**src/hw/rtl/tlps_pkg.sv**
```systemverilog
// Shared types and constants for the three-lane LED pulse serialiser.
`timescale 1ns / 1ps

package tlps_pkg;

    // Fixed geometry of the item fields and register port
    localparam int LANE_COUNT = 3;
    localparam int BYTE_W     = 8;
    localparam int TICK_W     = 8;
    localparam int APB_DATA_W = 32;
    localparam int APB_ADDR_W = 4;

    // Item action codes
    localparam logic ACT_LOAD = 1'b0;
    localparam logic ACT_TICK = 1'b1;

    // Register indexes (byte address is 4 * index)
    localparam logic [1:0] REG_BIT_PERIOD = 2'd0;
    localparam logic [1:0] REG_ZERO_HIGH  = 2'd1;
    localparam logic [1:0] REG_ONE_HIGH   = 2'd2;

    // Register reset values
    localparam logic [TICK_W-1:0] BIT_PERIOD_RST = 8'd18;
    localparam logic [TICK_W-1:0] ZERO_HIGH_RST  = 8'd4;
    localparam logic [TICK_W-1:0] ONE_HIGH_RST   = 8'd12;

    typedef struct packed {
        logic [TICK_W-1:0] bit_period;
        logic [TICK_W-1:0] zero_high;
        logic [TICK_W-1:0] one_high;
    } cfg_t;

    typedef struct packed {
        logic                                action;
        logic [LANE_COUNT-1:0][BYTE_W-1:0]   lane_byte;
    } item_t;

    typedef struct packed {
        logic [LANE_COUNT-1:0] pins;
        logic                  busy;
        logic                  byte_done;
        logic                  load_dropped;
    } result_t;

endpackage

```
**src/hw/rtl/tlps_if.sv**
```systemverilog
// Item channel interfaces: command items in, line level results out.
`timescale 1ns / 1ps

interface tlps_cmd_if;
    logic                       valid;
    logic                       ready;
    logic                       action;
    logic [tlps_pkg::BYTE_W-1:0] lane_a_byte;
    logic [tlps_pkg::BYTE_W-1:0] lane_b_byte;
    logic [tlps_pkg::BYTE_W-1:0] lane_c_byte;

    modport source (
        output valid, action, lane_a_byte, lane_b_byte, lane_c_byte,
        input  ready
    );
    modport sink (
        input  valid, action, lane_a_byte, lane_b_byte, lane_c_byte,
        output ready
    );
endinterface

interface tlps_result_if;
    logic valid;
    logic ready;
    logic pin_a;
    logic pin_b;
    logic pin_c;
    logic busy_res;
    logic byte_done;
    logic load_dropped;

    modport source (
        output valid, pin_a, pin_b, pin_c, busy_res, byte_done, load_dropped,
        input  ready
    );
    modport sink (
        input  valid, pin_a, pin_b, pin_c, busy_res, byte_done, load_dropped,
        output ready
    );
endinterface

```
**src/hw/rtl/tlps_engine.sv**
```systemverilog
// Serialiser state (shift registers, slot and bit counters) and per-item logic.
`timescale 1ns / 1ps

module tlps_engine #(
    parameter int BITS_PER_BYTE = 8
) (
    input  logic              clk,
    input  logic              rst_n,
    input  logic              advance,
    input  tlps_pkg::item_t   item,
    input  tlps_pkg::cfg_t    cfg,
    output tlps_pkg::result_t result
);
    import tlps_pkg::*;

    localparam int CNT_W = $clog2(BITS_PER_BYTE + 1);

    logic [LANE_COUNT-1:0][BYTE_W-1:0] shift_reg, shift_next;
    logic [CNT_W-1:0]                  bits_reg, bits_next;
    logic [TICK_W-1:0]                 tick_reg, tick_next;
    logic                              busy;
    logic                              slot_end;
    logic [TICK_W-1:0]                 high_time;

    assign busy     = (bits_reg != '0);
    // Slot ends when the next tick index would reach the period
    assign slot_end = ({1'b0, tick_reg} + {{TICK_W{1'b0}}, 1'b1}) >= {1'b0, cfg.bit_period};

    // Next state and result for the item in hand
    always_comb
    begin
        shift_next = shift_reg;
        bits_next  = bits_reg;
        tick_next  = tick_reg;
        result     = '0;
        high_time  = '0;
        if (item.action == ACT_LOAD)
        begin
            if (busy)
            begin
                result.load_dropped = 1'b1;
            end
            else
            begin
                shift_next = item.lane_byte;
                bits_next  = CNT_W'(BITS_PER_BYTE);
                tick_next  = '0;
            end
        end
        else if (busy)
        begin
            for (int l = 0; l < LANE_COUNT; l++)
            begin
                high_time      = shift_reg[l][BYTE_W-1] ? cfg.one_high : cfg.zero_high;
                result.pins[l] = (tick_reg < high_time);
            end
            if (slot_end)
            begin
                tick_next = '0;
                for (int l = 0; l < LANE_COUNT; l++)
                begin
                    shift_next[l] = {shift_reg[l][BYTE_W-2:0], 1'b0};
                end
                bits_next        = bits_reg - {{(CNT_W-1){1'b0}}, 1'b1};
                result.byte_done = (bits_next == '0);
            end
            else
            begin
                tick_next = tick_reg + {{(TICK_W-1){1'b0}}, 1'b1};
            end
        end
        result.busy = (bits_next != '0);
    end

    // State advances only when the item moves to the result register
    always_ff @(posedge clk or negedge rst_n)
    begin
        if (!rst_n)
        begin
            shift_reg <= '0;
            bits_reg  <= '0;
            tick_reg  <= '0;
        end
        else if (advance)
        begin
            shift_reg <= shift_next;
            bits_reg  <= bits_next;
            tick_reg  <= tick_next;
        end
    end

endmodule

```
**src/hw/rtl/three_lane_led_pulse_serializer_top.sv**
```systemverilog
// Top level: APB registers, input register, serialiser engine, result register.
// Path: an accepted item is held in the input register, passes through the
//   engine, and loads into the result register when that is free or draining.
// Throughput: one item per cycle, loads and ticks alike, unless result.ready
//   is low; set by the single engine pass between input and result registers.
// Reset (rst_n low, asynchronous): both stages empty, shift registers and
//   counters cleared, registers back to period 18, zero high 4, one high 12.
`timescale 1ns / 1ps

module three_lane_led_pulse_serializer_top #(
    parameter int BITS_PER_BYTE = 8
) (
    input  logic                                clk,
    input  logic                                rst_n,
    tlps_cmd_if.sink                            cmd,
    tlps_result_if.source                       result,
    input  logic                                psel,
    input  logic                                penable,
    input  logic                                pwrite,
    input  logic [tlps_pkg::APB_ADDR_W-1:0]     paddr,
    input  logic [tlps_pkg::APB_DATA_W-1:0]     pwdata,
    output logic [tlps_pkg::APB_DATA_W-1:0]     prdata,
    output logic                                pready
);
    import tlps_pkg::*;

    cfg_t        cfg_reg;
    logic        cfg_wr;
    logic [1:0]  reg_idx;

    logic        item_valid_reg;
    item_t       item_reg;
    logic        out_valid_reg;
    result_t     out_reg;
    result_t     eng_result;
    logic        advance;
    item_t       cmd_item;

    // Register port
    assign pready  = 1'b1;
    assign reg_idx = paddr[3:2];
    assign cfg_wr  = psel && penable && pwrite && pready;

    always_ff @(posedge clk or negedge rst_n)
    begin
        if (!rst_n)
        begin
            cfg_reg.bit_period <= BIT_PERIOD_RST;
            cfg_reg.zero_high  <= ZERO_HIGH_RST;
            cfg_reg.one_high   <= ONE_HIGH_RST;
        end
        else if (cfg_wr)
        begin
            case (reg_idx)
                REG_BIT_PERIOD: cfg_reg.bit_period <= pwdata[TICK_W-1:0];
                REG_ZERO_HIGH:  cfg_reg.zero_high  <= pwdata[TICK_W-1:0];
                REG_ONE_HIGH:   cfg_reg.one_high   <= pwdata[TICK_W-1:0];
                default:        ;
            endcase
        end
    end

    always_comb
    begin
        case (reg_idx)
            REG_BIT_PERIOD: prdata = {{(APB_DATA_W-TICK_W){1'b0}}, cfg_reg.bit_period};
            REG_ZERO_HIGH:  prdata = {{(APB_DATA_W-TICK_W){1'b0}}, cfg_reg.zero_high};
            REG_ONE_HIGH:   prdata = {{(APB_DATA_W-TICK_W){1'b0}}, cfg_reg.one_high};
            default:        prdata = '0;
        endcase
    end

    // Handshake: item moves on when the result register is free or draining
    assign advance   = item_valid_reg && (!out_valid_reg || result.ready);
    assign cmd.ready = !item_valid_reg || advance;

    assign cmd_item.action       = cmd.action;
    assign cmd_item.lane_byte[0] = cmd.lane_a_byte;
    assign cmd_item.lane_byte[1] = cmd.lane_b_byte;
    assign cmd_item.lane_byte[2] = cmd.lane_c_byte;

    // Input register
    always_ff @(posedge clk or negedge rst_n)
    begin
        if (!rst_n)
        begin
            item_valid_reg <= 1'b0;
        end
        else if (cmd.ready)
        begin
            item_valid_reg <= cmd.valid;
        end
    end

    always_ff @(posedge clk)
    begin
        if (cmd.valid && cmd.ready)
        begin
            item_reg <= cmd_item;
        end
    end

    tlps_engine #(
        .BITS_PER_BYTE (BITS_PER_BYTE)
    ) u_engine (
        .clk     (clk),
        .rst_n   (rst_n),
        .advance (advance),
        .item    (item_reg),
        .cfg     (cfg_reg),
        .result  (eng_result)
    );

    // Result register
    always_ff @(posedge clk or negedge rst_n)
    begin
        if (!rst_n)
        begin
            out_valid_reg <= 1'b0;
        end
        else if (advance)
        begin
            out_valid_reg <= 1'b1;
        end
        else if (result.ready)
        begin
            out_valid_reg <= 1'b0;
        end
    end

    always_ff @(posedge clk)
    begin
        if (advance)
        begin
            out_reg <= eng_result;
        end
    end

    assign result.valid        = out_valid_reg;
    assign result.pin_a        = out_reg.pins[0];
    assign result.pin_b        = out_reg.pins[1];
    assign result.pin_c        = out_reg.pins[2];
    assign result.busy_res     = out_reg.busy;
    assign result.byte_done    = out_reg.byte_done;
    assign result.load_dropped = out_reg.load_dropped;

endmodule

```
**src/flat_wrapper.sv**
```systemverilog
// flat-port wrapper written by rule: the top's interface ports become plain ports
module three_lane_led_pulse_serializer_top_flat import tlps_pkg::*;
#(
    parameter int BITS_PER_BYTE = 8
)
  (clk, rst_n, psel, penable, pwrite, paddr, pwdata, prdata, pready, cmd_valid, cmd_action, cmd_lane_a_byte, cmd_lane_b_byte, cmd_lane_c_byte, cmd_ready, result_valid, result_pin_a, result_pin_b, result_pin_c, result_busy_res, result_byte_done, result_load_dropped, result_ready);
  tlps_cmd_if cmd_i ();
  tlps_result_if result_i ();
  input  logic clk;
  input  logic rst_n;
  input  logic psel;
  input  logic penable;
  input  logic pwrite;
  input  logic [tlps_pkg::APB_ADDR_W-1:0] paddr;
  input  logic [tlps_pkg::APB_DATA_W-1:0] pwdata;
  output logic [tlps_pkg::APB_DATA_W-1:0] prdata;
  output logic pready;
  input wire logic [$bits(cmd_i.valid)-1:0] cmd_valid;
  input wire logic [$bits(cmd_i.action)-1:0] cmd_action;
  input wire logic [$bits(cmd_i.lane_a_byte)-1:0] cmd_lane_a_byte;
  input wire logic [$bits(cmd_i.lane_b_byte)-1:0] cmd_lane_b_byte;
  input wire logic [$bits(cmd_i.lane_c_byte)-1:0] cmd_lane_c_byte;
  output wire logic [$bits(cmd_i.ready)-1:0] cmd_ready;
  output wire logic [$bits(result_i.valid)-1:0] result_valid;
  output wire logic [$bits(result_i.pin_a)-1:0] result_pin_a;
  output wire logic [$bits(result_i.pin_b)-1:0] result_pin_b;
  output wire logic [$bits(result_i.pin_c)-1:0] result_pin_c;
  output wire logic [$bits(result_i.busy_res)-1:0] result_busy_res;
  output wire logic [$bits(result_i.byte_done)-1:0] result_byte_done;
  output wire logic [$bits(result_i.load_dropped)-1:0] result_load_dropped;
  input wire logic [$bits(result_i.ready)-1:0] result_ready;
  assign cmd_i.valid = cmd_valid;
  assign cmd_i.action = cmd_action;
  assign cmd_i.lane_a_byte = cmd_lane_a_byte;
  assign cmd_i.lane_b_byte = cmd_lane_b_byte;
  assign cmd_i.lane_c_byte = cmd_lane_c_byte;
  assign cmd_ready = cmd_i.ready;
  assign result_valid = result_i.valid;
  assign result_pin_a = result_i.pin_a;
  assign result_pin_b = result_i.pin_b;
  assign result_pin_c = result_i.pin_c;
  assign result_busy_res = result_i.busy_res;
  assign result_byte_done = result_i.byte_done;
  assign result_load_dropped = result_i.load_dropped;
  assign result_i.ready = result_ready;
  three_lane_led_pulse_serializer_top #(.BITS_PER_BYTE(BITS_PER_BYTE)) u_core (.clk(clk), .rst_n(rst_n), .cmd(cmd_i), .result(result_i), .psel(psel), .penable(penable), .pwrite(pwrite), .paddr(paddr), .pwdata(pwdata), .prdata(prdata), .pready(pready));
endmodule
```
**config.mk**
```make
export PLATFORM = sky130hd
export DESIGN_NAME = three_lane_led_pulse_serializer_top_flat
export DESIGN_NICKNAME = d
export VERILOG_FILES = /design/src/hw/rtl/tlps_pkg.sv /design/src/hw/rtl/tlps_if.sv /design/src/hw/rtl/tlps_engine.sv /design/src/hw/rtl/three_lane_led_pulse_serializer_top.sv /design/src/flat_wrapper.sv
export SDC_FILE = /design/constraint.sdc
export NUM_CORES = 1
export LEC_CHECK = 0
export ABC_AREA = 0
export ABC_CLOCK_PERIOD_IN_PS = 3600
export BUFFER_PORTS_ARGS = -buffer_cell sky130_fd_sc_hd__buf_2
export CORE_MARGIN = 1.5
export CORE_UTILIZATION = 27
export DETAILED_ROUTE_END_ITERATION = 7
export SETUP_SLACK_MARGIN = 0.15
export SYNTH_ARGS = -nofsm -noshare
export SYNTH_HDL_FRONTEND = slang
export SYNTH_SLANG_ARGS = --single-unit
```
**constraint.sdc**
```tcl
create_clock -name clk -period 3.6 [get_ports clk]
set_clock_uncertainty 0.2 [all_clocks]
set_input_delay 0.18 -clock clk [delete_from_list [all_inputs] [get_ports clk]]
set_output_delay 0.18 -clock clk [all_outputs]
set_load 0.1 [all_outputs]
```
==> metrics.yaml <==
reg2reg_depth: 10
layout_commonest_cell: "buf_2"
critPathLaunch: "u_core.u_engine.tick_reg[3]$_DFFE_PN0P_"
end_kind: "register"
fmax_ghz: 0.3199
min_path_cells: 3
area_growth_pct: 20.31
syn_inst: 481
overflow: 0
hpwl_um: 8064
p_leak_nw: 2.746
worstMarginPinSlew_ns: 1.061
ir_worst_vdd_v: 0.0003757
first_global_vias: 3845
yosysTopAreaCell: "dfrtp_1"
syn_avg_cell_area_um2: 11.24
slew_headroom_pct: 29.27
yosysSeqAreaShare_pct: 46.02
synth_seq_cells: 93
grt_util_all_layers_pct: 12.28
synth.distinct_cells: 58
period_minus_slack_ns: 3.126
reg2reg_from: "u_core.u_engine.tick_reg[3]$_DFFE_PN0P_"
routed_via_density: 4.699
drtAntennaViolNets: 0
grt_pass1_wl_um: 19870
clk_pin_slew_ns: 0.07
timing_worst_setup_path_type: "reg2reg"
hold_viol: 0
core_area_um2: 19530
grt-busiest-layer: "met2"
max_stage_delay_ns: 0.50
clk_latency_ns: 0.35
dr.pass1.iters: 4
via_count: 3924
slew_violations: 0
finalSetupViolCount: 0
outcome: "finished, final reports clean"
htreeDepth: 3
final_core_util_pct: 33.32
hold_path_class: "in2reg"
port_buffers: 57
rsz0062_at_grt: "false"
cp_data_arrival_time_ns: 3.18
ys.flop_type: "dfrtp_1"
die_y_um: 144.5
nets: 667
rr_endpoint: "u_core.u_engine.shift_reg[3]$_DFFE_PN0P_"
synth_edf_count: 31
worstSetupStartpointType: "register"
antenna_found_initial: 0
grt_use_met1_pct: 16.08
cts_setup_buffers: 0
power.total_mw: 3.502
wl_per_cell_um: 14.32
synth_area_um2: 5408
gp_congestion: 0.7289
insertedDiodeCount: 0
path_cells: "and4_1 -> nand4_1 -> xnor2_1 -> ha_1 -> and3_1 -> a221oi_1 -> o211a_2 -> buf_12 -> nor4_1 -> a311oi_1"
synthArstFlopShare_pct: 66.67
clock_sinks: 93
fin_setup_tns_ns: 0
grt_max_degree: 39
yosys.area.top_type_share_pct: 26.38
largest_reg_flops: 25
crit_fanout: 38
r2r_slack_ns: 0.47
met2_usage_pct: 20.22
worstPathRequired_ns: 3.65
die-area_um2: 20890
synthTopCellsByArea: "dfrtp_1 (26%), edfxtp_1 (17%), ha_1 (7.9%)"
endpoint: "u_core.u_engine.shift_reg[3]$_DFFE_PN0P_"
layout_common_cells: "buf_2 (57), dfrtp_1 (56), mux2i_1 (39), dlygate4sd3_1 (36), ha_1 (34)"
grt_use_met3_pct: 2.616
start_util_pct: 27.69
rows: 51
drive_gt1_share_pct: 20.88
cp_slowest_cell: "dfrtp_1"
cts_buffer_depth: 2
drt-total-wl_um: 11960
initialDrtViolationCount: 142
power_density_nw_per_um2: 538.3
cts_tree: "yes"
drcViolationCount: 0
period_share_pct: 86.84
clockRootBuffer: "clkbuf_16"
die_w_um: 144.5
cts_made_buffers: 9
ys_warn_count: 0
drv_cap: 0
io_pins: 109
-- metal layers --
layer	share of wire (%)	wire [um]
met1	48	5691
met2	48	5691
met3	3.5	418
met4	1.3	153
met5	0	0
-- area by class of cell --
cell class | instances | area, um^2
Timing Repair Buffer | 103 | 733.2
Tap cell | 265 | 331.6
Sequential cell | 93 | 2490
Clock inverter | 7 | 97.59
Inverter | 26 | 105.1
Fill cell | 1973 | 13020
Clock buffer | 9 | 225.2
Multi-Input combinational cell | 332 | 2524
-- repair_timing --
action | 4_1_cts | 5_1_grt
endpoints found under the hold margin | 77 | 0
hold buffers | 36 | 0
setup endpoints to repair | 0 | 22
resized for setup | 0 | 2
-- how the worst min path moves through the flow --
stage	from	to	slack (ns)
6_report	result_ready	u_core.result.valid$_DFFE_PN0P_	0.03
5_1_grt	result_ready	u_core.result.valid$_DFFE_PN0P_	0.04
4_1_cts	result_ready	u_core.result.valid$_DFFE_PN0P_	0.02
3_5_place_dp	rst_n	u_core.u_engine.shift_reg[22]$_DFFE_PN0P_	0.08
3_3_place_gp	rst_n	u_core.u_engine.shift_reg[22]$_DFFE_PN0P_	0.07
2_1_floorplan	rst_n	u_core.cfg_reg[0]$_DFFE_PN0P_	-0.32
-- cell usage after synthesis (10+ instances only) --
cell type	instances
ha_1	34
nand2b_1	12
nand2_1	25
mux2i_1	39
clkbuf_1	10
a21oi_1	10
a311oi_1	13
nor4_1	13
mux2_2	18
dfrtp_1	57
inv_1	25
buf_4	27
o22ai_1	21
o21ai_0	27
edfxtp_1	31
-- critical path: cells and delay by family, from the launching register on --
kind,cells,cell delay [ns]
fa+ha+maj,1,0.28
compound gates,3,0.91
buf+inv,1,0.24
simple gates,4,0.65
flops,1,0.50
xor+xnor,1,0.22
-- cell families (layout without fill, tap and decap cells) --
| logic type | Yosys count | in the layout | share of synthesized area, % |
|---|---|---|---|
| fa+ha+maj | 34 | 34 | 7.867 |
| buf+inv | 79 | 145 | 8.908 |
| xor+xnor | 6 | 6 | 0.9718 |
| mux | 57 | 57 | 10.97 |
| compound gates | 110 | 110 | 14.25 |
| flops | 93 | 93 | 46.02 |
| simple gates | 100 | 100 | 10.87 |
| other cells | 2 | 25 | 0.1389 |
-- report_power, final --
group          internal (mW)  switching [mW]
Sequential              1.26           0.178
Combinational          0.378           0.655
Clock                  0.563           0.464
Total                   2.21            1.30
-- through the flow --
step,std cells,hold WS (ns),setup slack (ns),instance area [um^2]
detailed placement,783,0.08042,0.4145,5822
CTS,835,0.01534,0.4193,6505
finish,835,0.02768,0.4739,6506
floorplan,504,-0.3156,0.3749,5494
global route,835,0.03505,0.1508,6506
global placement,783,0.07043,0.4480,5822
No activity file was read; power rests on OpenSTA's default activity.
